==> config.mk <==
export PLATFORM = sky130hd
export DESIGN_NAME = polyalphabetic_shift_cipher_top
export DESIGN_NICKNAME = d
export VERILOG_FILES = /design/src/hw/rtl/psc_pkg.sv /design/src/hw/rtl/psc_ram.sv /design/src/hw/rtl/psc_rotate.sv /design/src/hw/rtl/polyalphabetic_shift_cipher_top.sv
export SDC_FILE = /design/constraint.sdc
export NUM_CORES = 1
export LEC_CHECK = 0
export BUFFER_PORTS_ARGS = -buffer_cell sky130_fd_sc_hd__clkbuf_2
export CAP_MARGIN = 15
export CORE_ASPECT_RATIO = 2
export CORE_UTILIZATION = 40
export DETAILED_ROUTE_END_ITERATION = 16
export HOLD_SLACK_MARGIN = 0.02
export MAX_ROUTING_LAYER = met4
export SYNTH_ARGS = -nofsm -noshare
export SYNTH_HDL_FRONTEND = slang
export SYNTH_SLANG_ARGS = --single-unit
==> constraint.sdc <==
create_clock -name aclk -period 10.25 [get_ports aclk]
set_input_delay 0 -clock aclk [delete_from_list [all_inputs] [get_ports aclk]]
set_output_delay 0 -clock aclk [all_outputs]
set_load 0.05 [all_outputs]
==> src/hw/rtl/psc_pkg.sv <==
// Shared types, constants and a helper function of the polyalphabetic shift cipher.
package psc_pkg;

    localparam int DEF_SHIFT_ENTRIES    = 64;
    localparam int DEF_SEQUENCE_ENTRIES = 64;

    localparam logic [7:0] ASCII_UPPER_A = 8'h41;
    localparam logic [7:0] ASCII_UPPER_Z = 8'h5A;
    localparam logic [7:0] ASCII_LOWER_A = 8'h61;
    localparam logic [7:0] ASCII_LOWER_Z = 8'h7A;
    localparam logic [5:0] ALPHABET      = 6'd26;   // 'z' - 'a' + 1

    localparam int CHAR_W  = 8;
    localparam int SHIFT_W = 5;
    localparam int SLOT_W  = 6;
    localparam int LEN_CFG_W = 7;
    localparam int CFG_W   = 7;

    typedef enum logic [1:0] {
        CMD_CHAR    = 2'd0,
        CMD_SHIFT   = 2'd1,
        CMD_SEQ     = 2'd2,
        CMD_RESTART = 2'd3
    } cmd_t;

    typedef enum logic [0:0] {
        CFG_DECRYPT = 1'b0,
        CFG_SEQ_LEN = 1'b1
    } cfg_idx_t;

    // Rotation request handed to the letter rotator.
    typedef struct packed {
        logic [CHAR_W-1:0]  ch;
        logic [SHIFT_W-1:0] shift;
        logic               decrypt;
    } psc_rot_req_t;

    // Signed byte reduced into 0..25. Bias by 5*26 keeps it positive, then
    // divide by 26 through the reciprocal 79/2048 (exact for x < 258).
    function automatic logic [SHIFT_W-1:0] mod26(input logic signed [7:0] v);
        logic [8:0]  x;
        logic [15:0] prod;
        logic [4:0]  q;
        logic [8:0]  qm;
        logic [8:0]  r;
        x    = 9'(v + 9'sd130);
        prod = 16'(x) * 16'd79;
        q    = prod[15:11];
        qm   = 9'(q) * 9'd26;
        r    = x - qm;
        return r[SHIFT_W-1:0];
    endfunction

endpackage

==> src/hw/rtl/psc_ram.sv <==
// Generic single-write, single-read RAM with registered, read-enabled output.
module psc_ram
    import psc_pkg::*;
#(
    parameter int WIDTH = 8,
    parameter int DEPTH = 64,
    localparam int AW = (DEPTH > 1) ? $clog2(DEPTH) : 1
) (
    input  logic             aclk,
    input  logic             we,
    input  logic [AW-1:0]    waddr,
    input  logic [WIDTH-1:0] wdata,
    input  logic             re,
    input  logic [AW-1:0]    raddr,
    output logic [WIDTH-1:0] rdata
);

    logic [WIDTH-1:0] mem [DEPTH];
    logic [WIDTH-1:0] rdata_reg;

    always_ff @(posedge aclk) begin
        if (we) begin
            mem[waddr] <= wdata;
        end
        if (re) begin
            rdata_reg <= mem[raddr];
        end
    end

    assign rdata = rdata_reg;

endmodule

==> src/hw/rtl/psc_rotate.sv <==
// Rotates an ASCII letter within its case by a shift, forward or backward; other bytes pass unchanged.
module psc_rotate
    import psc_pkg::*;
(
    input  psc_rot_req_t      req,
    output logic [CHAR_W-1:0] char_out
);

    logic             upper;
    logic             lower;
    logic [CHAR_W-1:0] base;
    logic [CHAR_W-1:0] off8;
    logic [5:0]       sum;
    logic [5:0]       wrapped;

    always_comb begin
        upper   = req.ch inside {[ASCII_UPPER_A:ASCII_UPPER_Z]};
        lower   = req.ch inside {[ASCII_LOWER_A:ASCII_LOWER_Z]};
        base    = upper ? ASCII_UPPER_A : ASCII_LOWER_A;
        off8    = req.ch - base;
        // off and shift are both below 26, so one conditional subtract wraps
        if (req.decrypt) begin
            sum = off8[5:0] + ALPHABET - 6'(req.shift);
        end else begin
            sum = off8[5:0] + 6'(req.shift);
        end
        wrapped = (sum >= ALPHABET) ? (sum - ALPHABET) : sum;
        if (upper || lower) begin
            char_out = base + 8'(wrapped);
        end else begin
            char_out = req.ch;
        end
    end

endmodule

==> src/hw/rtl/polyalphabetic_shift_cipher_top.sv <==
// Top level of the polyalphabetic shift cipher: command decode, key tracking, pipeline.
// Usage
//   Input items arrive on the s_ stream. s_tuser carries the command: process a
//   character, write a shift table entry, write a key sequence entry, or restart
//   the key position. Only character items give a result item on the m_ stream
//   (one byte, a rotated letter or the unchanged byte); the other commands give
//   nothing. Mode (encrypt/decrypt) and the sequence length are set through the
//   cfg_ write port while no item is in flight.
// Timing
//   Three stages, in order: input register with the key sequence read, shift
//   table read, result register, which drives m_tdata. One item per cycle is
//   sustained while m_tready is high; each memory is touched in a single stage,
//   so writes and reads stay in stream order with no stalls.
// Reset
//   aresetn (synchronous, active low) empties the pipeline, sets the key
//   position to 0, mode to encrypt and sequence length to 1. Both tables keep
//   their contents and must be written before use; there is no clearing pass.
// Backpressure
//   While m_tready is low the result register holds; earlier stages keep
//   collapsing bubbles, so s_tready drops only when every stage is occupied.
module polyalphabetic_shift_cipher_top
    import psc_pkg::*;
#(
    parameter int SHIFT_ENTRIES    = DEF_SHIFT_ENTRIES,
    parameter int SEQUENCE_ENTRIES = DEF_SEQUENCE_ENTRIES
) (
    input  logic        aclk,
    input  logic        aresetn,
    // s_tdata: entry_index[5:0], entry_value[13:6], char_in[21:14], zero pad [23:22]
    input  logic [23:0] s_tdata,
    // s_tuser: cmd[1:0]
    input  logic [1:0]  s_tuser,
    input  logic        s_tvalid,
    output logic        s_tready,
    // m_tdata: char_out[7:0]
    output logic [7:0]  m_tdata,
    output logic        m_tvalid,
    input  logic        m_tready,
    input  logic        cfg_wr_en,
    input  logic [0:0]  cfg_addr,
    input  logic [CFG_W-1:0] cfg_wdata
);

    localparam int SH_AW = (SHIFT_ENTRIES > 1) ? $clog2(SHIFT_ENTRIES) : 1;
    localparam int PW    = (SEQUENCE_ENTRIES > 1) ? $clog2(SEQUENCE_ENTRIES) : 1;
    localparam int LEN_W = ($clog2(SEQUENCE_ENTRIES + 1) > LEN_CFG_W) ?
                           $clog2(SEQUENCE_ENTRIES + 1) : LEN_CFG_W;

    // ---------------- input field split ----------------
    cmd_t               in_cmd;
    logic [5:0]         in_idx;
    logic signed [7:0]  in_val;
    logic [CHAR_W-1:0]  in_ch;
    logic               in_letter;
    logic               accept;

    assign in_cmd = cmd_t'(s_tuser);
    assign in_idx = s_tdata[5:0];
    assign in_val = s_tdata[13:6];
    assign in_ch  = s_tdata[21:14];
    assign accept = s_tvalid && s_tready;

    always_comb begin
        in_letter = (in_ch inside {[ASCII_UPPER_A:ASCII_UPPER_Z]}) ||
                    (in_ch inside {[ASCII_LOWER_A:ASCII_LOWER_Z]});
    end

    // ---------------- configuration ----------------
    logic                 decrypt_reg;
    logic [LEN_CFG_W-1:0] seq_len_reg;

    always_ff @(posedge aclk) begin
        if (!aresetn) begin
            decrypt_reg <= 1'b0;
            seq_len_reg <= LEN_CFG_W'(1);
        end else if (cfg_wr_en) begin
            case (cfg_idx_t'(cfg_addr))
                CFG_DECRYPT: decrypt_reg <= cfg_wdata[0];
                CFG_SEQ_LEN: seq_len_reg <= cfg_wdata[LEN_CFG_W-1:0];
                default:     decrypt_reg <= decrypt_reg;
            endcase
        end
    end

    // ---------------- key position ----------------
    // Zero length acts as one, too long clamps to the sequence depth. A position
    // left beyond a lowered length is used once and then wraps.
    logic [LEN_W-1:0] eff_len;
    logic [LEN_W-1:0] pos_inc;
    logic [PW-1:0]    key_pos_reg;
    logic [PW-1:0]    key_pos_next;

    always_comb begin
        if (seq_len_reg == '0) begin
            eff_len = LEN_W'(1);
        end else if (LEN_W'(seq_len_reg) > LEN_W'(SEQUENCE_ENTRIES)) begin
            eff_len = LEN_W'(SEQUENCE_ENTRIES);
        end else begin
            eff_len = LEN_W'(seq_len_reg);
        end
        pos_inc      = LEN_W'(key_pos_reg) + LEN_W'(1);
        key_pos_next = key_pos_reg;
        if (accept) begin
            case (in_cmd)
                CMD_RESTART: key_pos_next = '0;
                CMD_CHAR: begin
                    if (in_letter) begin
                        key_pos_next = (pos_inc >= eff_len) ? '0 : pos_inc[PW-1:0];
                    end
                end
                default: key_pos_next = key_pos_reg;
            endcase
        end
    end

    always_ff @(posedge aclk) begin
        if (!aresetn) begin
            key_pos_reg <= '0;
        end else begin
            key_pos_reg <= key_pos_next;
        end
    end

    // ---------------- pipeline control ----------------
    logic v1_reg, v1_next;
    logic v2_reg, v2_next;
    logic mv_reg, mv_next;
    cmd_t cmd1_reg;
    logic out_load;
    logic st2_free;
    logic st1_move;
    logic st1_to_st2;

    assign out_load   = v2_reg && (!mv_reg || m_tready);
    assign st2_free   = !v2_reg || out_load;
    assign st1_move   = v1_reg && ((cmd1_reg != CMD_CHAR) || st2_free);
    assign st1_to_st2 = st1_move && (cmd1_reg == CMD_CHAR);
    assign s_tready   = !v1_reg || st1_move;

    always_comb begin
        v1_next = accept ? 1'b1 : (st1_move ? 1'b0 : v1_reg);
        v2_next = st1_to_st2 ? 1'b1 : (out_load ? 1'b0 : v2_reg);
        mv_next = out_load ? 1'b1 : ((mv_reg && m_tready) ? 1'b0 : mv_reg);
    end

    always_ff @(posedge aclk) begin
        if (!aresetn) begin
            v1_reg <= 1'b0;
            v2_reg <= 1'b0;
            mv_reg <= 1'b0;
        end else begin
            v1_reg <= v1_next;
            v2_reg <= v2_next;
            mv_reg <= mv_next;
        end
    end

    // ---------------- stage 1: key sequence access ----------------
    logic [5:0]        idx1_reg;
    logic signed [7:0] val1_reg;
    logic [CHAR_W-1:0] ch1_reg;
    logic [SLOT_W-1:0] slot1;
    logic              ks_we;
    logic              ks_re;

    assign ks_we = accept && (in_cmd == CMD_SEQ) && (32'(in_idx) < SEQUENCE_ENTRIES);
    assign ks_re = accept && (in_cmd == CMD_CHAR);

    always_ff @(posedge aclk) begin
        if (accept) begin
            cmd1_reg <= in_cmd;
            idx1_reg <= in_idx;
            val1_reg <= in_val;
            ch1_reg  <= in_ch;
        end
    end

    psc_ram #(
        .WIDTH (SLOT_W),
        .DEPTH (SEQUENCE_ENTRIES)
    ) u_key_seq (
        .aclk  (aclk),
        .we    (ks_we),
        .waddr (PW'(in_idx)),
        .wdata (in_val[SLOT_W-1:0]),
        .re    (ks_re),
        .raddr (key_pos_reg),
        .rdata (slot1)
    );

    // ---------------- stage 2: shift table access ----------------
    logic              sh_we;
    logic [SHIFT_W-1:0] sh_wdata;
    logic [SHIFT_W-1:0] sh_rdata;
    logic [CHAR_W-1:0] ch2_reg;
    logic              zero2_reg;
    logic              decrypt2_reg;

    assign sh_we    = st1_move && (cmd1_reg == CMD_SHIFT) &&
                      (32'(idx1_reg) < SHIFT_ENTRIES);
    assign sh_wdata = mod26(val1_reg);

    always_ff @(posedge aclk) begin
        if (st1_to_st2) begin
            ch2_reg      <= ch1_reg;
            zero2_reg    <= !(32'(slot1) < SHIFT_ENTRIES);
            decrypt2_reg <= decrypt_reg;
        end
    end

    psc_ram #(
        .WIDTH (SHIFT_W),
        .DEPTH (SHIFT_ENTRIES)
    ) u_shift_tab (
        .aclk  (aclk),
        .we    (sh_we),
        .waddr (SH_AW'(idx1_reg)),
        .wdata (sh_wdata),
        .re    (st1_to_st2),
        .raddr (SH_AW'(slot1)),
        .rdata (sh_rdata)
    );

    // ---------------- rotation and result register ----------------
    psc_rot_req_t      rot_req;
    logic [CHAR_W-1:0] rot_char;
    logic [CHAR_W-1:0] m_data_reg;

    always_comb begin
        rot_req.ch      = ch2_reg;
        rot_req.shift   = zero2_reg ? '0 : sh_rdata;
        rot_req.decrypt = decrypt2_reg;
    end

    psc_rotate u_rotate (
        .req      (rot_req),
        .char_out (rot_char)
    );

    always_ff @(posedge aclk) begin
        if (out_load) begin
            m_data_reg <= rot_char;
        end
    end

    assign m_tdata  = m_data_reg;
    assign m_tvalid = mv_reg;

    // ---------------- assertions ----------------
    // Restart always brings the key position back to the first entry.
    a_restart: assert property (@(posedge aclk) disable iff (!aresetn)
        accept && (in_cmd == CMD_RESTART) |=> key_pos_reg == '0)
        else $error("key position not cleared by restart");

    // An empty input stage never back-pressures the source.
    a_ready_empty: assert property (@(posedge aclk) disable iff (!aresetn)
        !v1_reg |-> s_tready)
        else $error("s_tready low with empty input stage");

    // A finished item in stage 2 moves into an empty result register at once.
    a_drain: assert property (@(posedge aclk) disable iff (!aresetn)
        v2_reg && !mv_reg |=> mv_reg)
        else $error("stage 2 item not moved to result register");

    // Without an accepted item the key position holds.
    a_pos_hold: assert property (@(posedge aclk) disable iff (!aresetn)
        !accept |=> $stable(key_pos_reg))
        else $error("key position moved without an item");

endmodule

==> qor.csv <==
stage,metric,value,unit
status,status,"complete, no violations",
timing,RSZ-0062 raised after global routing,no,
timing,final setup fails,0,
cells_and_area,largest registers,"u_key_seq.mem: 384 flops, u_shift_tab.mem: 320 flops",
synth,syn_nets,1773,
cells_and_area,post-layout util,45.5,%
setup_path,Crit Path Category,flip-flop to flip-flop,
cts,CTS resizes,0,
cts,Worst-path clk slew,0.07,ns
setup_path,CP Max Fanout,64,
cells_and_area,layout cells sized above 1,23.3,%
placement,Port Buf Inserts,46,
detailed_routing,Iteration-0 DRC Markers,940,
global_routing,initial antenna violation count,2,
cells_and_area,final instance area,36400,sq um
cts,Root Driver,clkbuf_16,
die,initial core utilization,40.3,%
placement,HPWL Detailed,49.9,mm
power_and_ir_drop,peak supply drop,0.620,mV
cts,CTS tree,built,
placement,DP Area,33700,sq um
timing,Tmin final,7.50,ns
global_routing,total grt overflow,0,
synth,register bit count reported by yosys,773,
cells_and_area,Syn-to-layout area delta,12.9,%
global_routing,largest net degree at the start of global routing,66,
timing,final setup TNS,0,ns
detailed_routing,Via density,5.40,
cts,Num CTS Buffers,69,
cts,setup bufs post-CTS,0,
timing,Max Clock Skew,0.0286,ns
die,Die Area,81900,sq um
detailed_routing,Pre-antenna DRT Iters,5,
setup_path,WP data required,10.56,ns
hold_path,min-delay worst type,input pin to flip-flop,
synth,syn_area_per_cell,19.5,sq um
cells_and_area,Largest register FFs,384,
cells_and_area,Largest Register,u_key_seq.mem,
synth,Synth Warn #,0,
timing,worst-margin pin slew,1.05,ns
setup_path,crit path capture type,flip-flop,
synth,sequential share of the synthesized area,71.4,%
flow_run,Max-cap violations,0,
synth,Synth cell types,66,
placement,GPL Wtd Cong,0.846,
timing,period utilization,73.2,%
detailed_routing,DRC,0,
die,CORE AREA,80000,sq um
power_and_ir_drop,pwr dens,265,nW/um^2
synth,number of enable flip-flop cells after synthesis,756,
die,Ports,49,
timing,max frequency,133,MHz
detailed_routing,wire per inst,25.2,um
power_and_ir_drop,leak pwr,0.0115,uW
detailed_routing,Post-Route WL,72.3,mm
cts,clock tree buffer depth,3,
cts,H-tree levels,3,
synth,synthesized instance count,1654,
die,row count,147,
timing,Final Slew Violations,0,
setup_path,crit path DAT,7.81,ns
cts,Clock Sinks,773,
timing,Fin. Hold Viols,0,
cells_and_area,highest-count cells in the layout ignoring fill and taps,"edfxtp_1 (756), mux4_2 (231), nor2_1 (151), inv_1 (72), clkbuf_16 (72)",
setup_path,Critical Path Source Type,flip-flop,
synth,mapped cell area,32300,sq um
global_routing,vias in the first global route,16900,
timing,relative max-transition margin,30.2,%
power_and_ir_drop,Final Total Pwr,9660,uW
cells_and_area,Final nets,1887,
synth,Post-synth top flop,edfxtp_1,
detailed_routing,via count,15500,
die,Die Height,404,um
synth,"FFs w/ async S/R, synth",0,%
cts,Worst-Skew Late Latency,0.61,ns
cells_and_area,"most common cell after layout, fill and taps aside",edfxtp_1,
detailed_routing,Routed Antenna Nets,0,
die,DIE WIDTH,203,um
global_routing,Total GRT Usage,18.7,%
global_routing,first-pass GRT wire length,108,mm
cell usage after synthesis, types with 4 or more instances:
library cell / instances / share of area [%]
nor2b_1: 13 / 0.25
edfxtp_1: 756 / 70
nand3_1: 22 / 0.34
o21ai_0: 10 / 0.16
nand3b_1: 7 / 0.16
or3b_2: 5 / 0.14
o21a_1: 6 / 0.14
nor3_1: 10 / 0.16
nand2_1: 57 / 0.66
o211ai_1: 5 / 0.12
clkbuf_1: 42 / 0.49
xor2_1: 12 / 0.33
fa_1: 17 / 1.1
ha_1: 63 / 2.4
nand2b_1: 4 / 0.078
buf_1: 28 / 0.33
a21boi_0: 9 / 0.21
nor2_1: 151 / 1.8
xnor2_1: 18 / 0.49
a21o_1: 8 / 0.19
or3_1: 5 / 0.097
inv_1: 73 / 0.85
a21oi_1: 23 / 0.36
and3_1: 5 / 0.097
mux4_2: 231 / 16
dfxtp_1: 17 / 1.1
where the power goes:
part	total, uW	leakage, uW	switching [uW]	internal (uW)
clock network	2570	0.00109	1120	1450
registers	4970	0.00696	15.9	4960
logic	2110	0.00348	1690	427
total	9660	0.0115	2820	6830
critical path, stage by stage, from the launching register on:
cell and delay, ns:
edfxtp_1 0.48, ha_1 0.29, nand3_1 0.11, xor2_1 0.46, inv_1 0.16, ha_1 0.34, xor2_1 0.17, ha_1 0.34
fa_1 0.53, inv_1 0.05, fa_1 0.50, inv_1 0.05, ha_1 0.27, o21a_1 0.11, o221ai_1 0.13, o21a_1 0.19
nor3_1 0.62, a21oi_1 0.18, xnor2_1 0.16, ha_1 0.28, inv_1 0.04, ha_1 0.35, a21oi_1 0.19, xnor2_1 0.15
xnor2_1 0.16, xnor2_1 0.18, xnor2_2 0.13, buf_4 0.54
what timing repair did:
| action | CTS | global route |
|---|---|---|
| hold buffers | 44 | 0 |
| hold endpoints to repair | 48 | 0 |
| setup endpoints to repair | 0 | 0 |
per-layer routing:
metal	up-vias	global-route usage [%]	share of wire (%)
met5	-	-	0
met4	0	7.58	3.9
met3	117	1.99	3.5
met2	375	37.6	61
met1	8116	17.4	31
li1	6875	-	-
final timing paths:
kind                            depth (start not counted)  slack, ns        start                     to
worst min-delay path                                    2       0.04   s_tdata[9]   u_key_seq.mem[57][3]
worst min register to register                          0       0.42   ch1_reg[6]             ch2_reg[6]
worst max-delay path                                   27       2.75  val1_reg[1]  u_shift_tab.mem[5][4]
worst max register to register                         27       2.75  val1_reg[1]  u_shift_tab.mem[5][4]
through the flow:
| step | hold slack (ns) | setup slack (ns) | std cells |
|---|---|---|---|
| 4_1_cts | 0.0499 | 2.63 | 2864 |
| 3_3_place_gp | 0.179 | 2.73 | 2696 |
| 5_1_grt | 0.0732 | 2.24 | 2866 |
| 3_5_place_dp | 0.188 | 2.67 | 2696 |
| 2_1_floorplan | 0.0989 | 2.19 | 1654 |
| 6_report | 0.0353 | 2.75 | 2866 |
logic make-up (layout without fill, tap and decap cells):
logic type      count (synthesis)  count (layout)  synth area share, %
other cells                     0               2                    0
simple gates                  296             296                 4.15
buf+inv                       143             310                 1.66
compound gates                 96              96                 2.14
fa+ha+maj                      80              80                 3.50
flops                         773             773                 71.4
xor+xnor                       30              30                0.814
mux                           236             236                 16.3
area by class of cell:
cell class | instances | area [sq um]
antenna | 2 | 5.00
clock buffer | 85 | 1860
clock inverter | 39 | 367
fill | 6734 | 43600
inverter | 73 | 274
multi-input combinational | 738 | 8710
sequential | 773 | 23100
tap | 1043 | 1310
timing repair buffer | 113 | 843
Power figures use the tool's default switching activity.
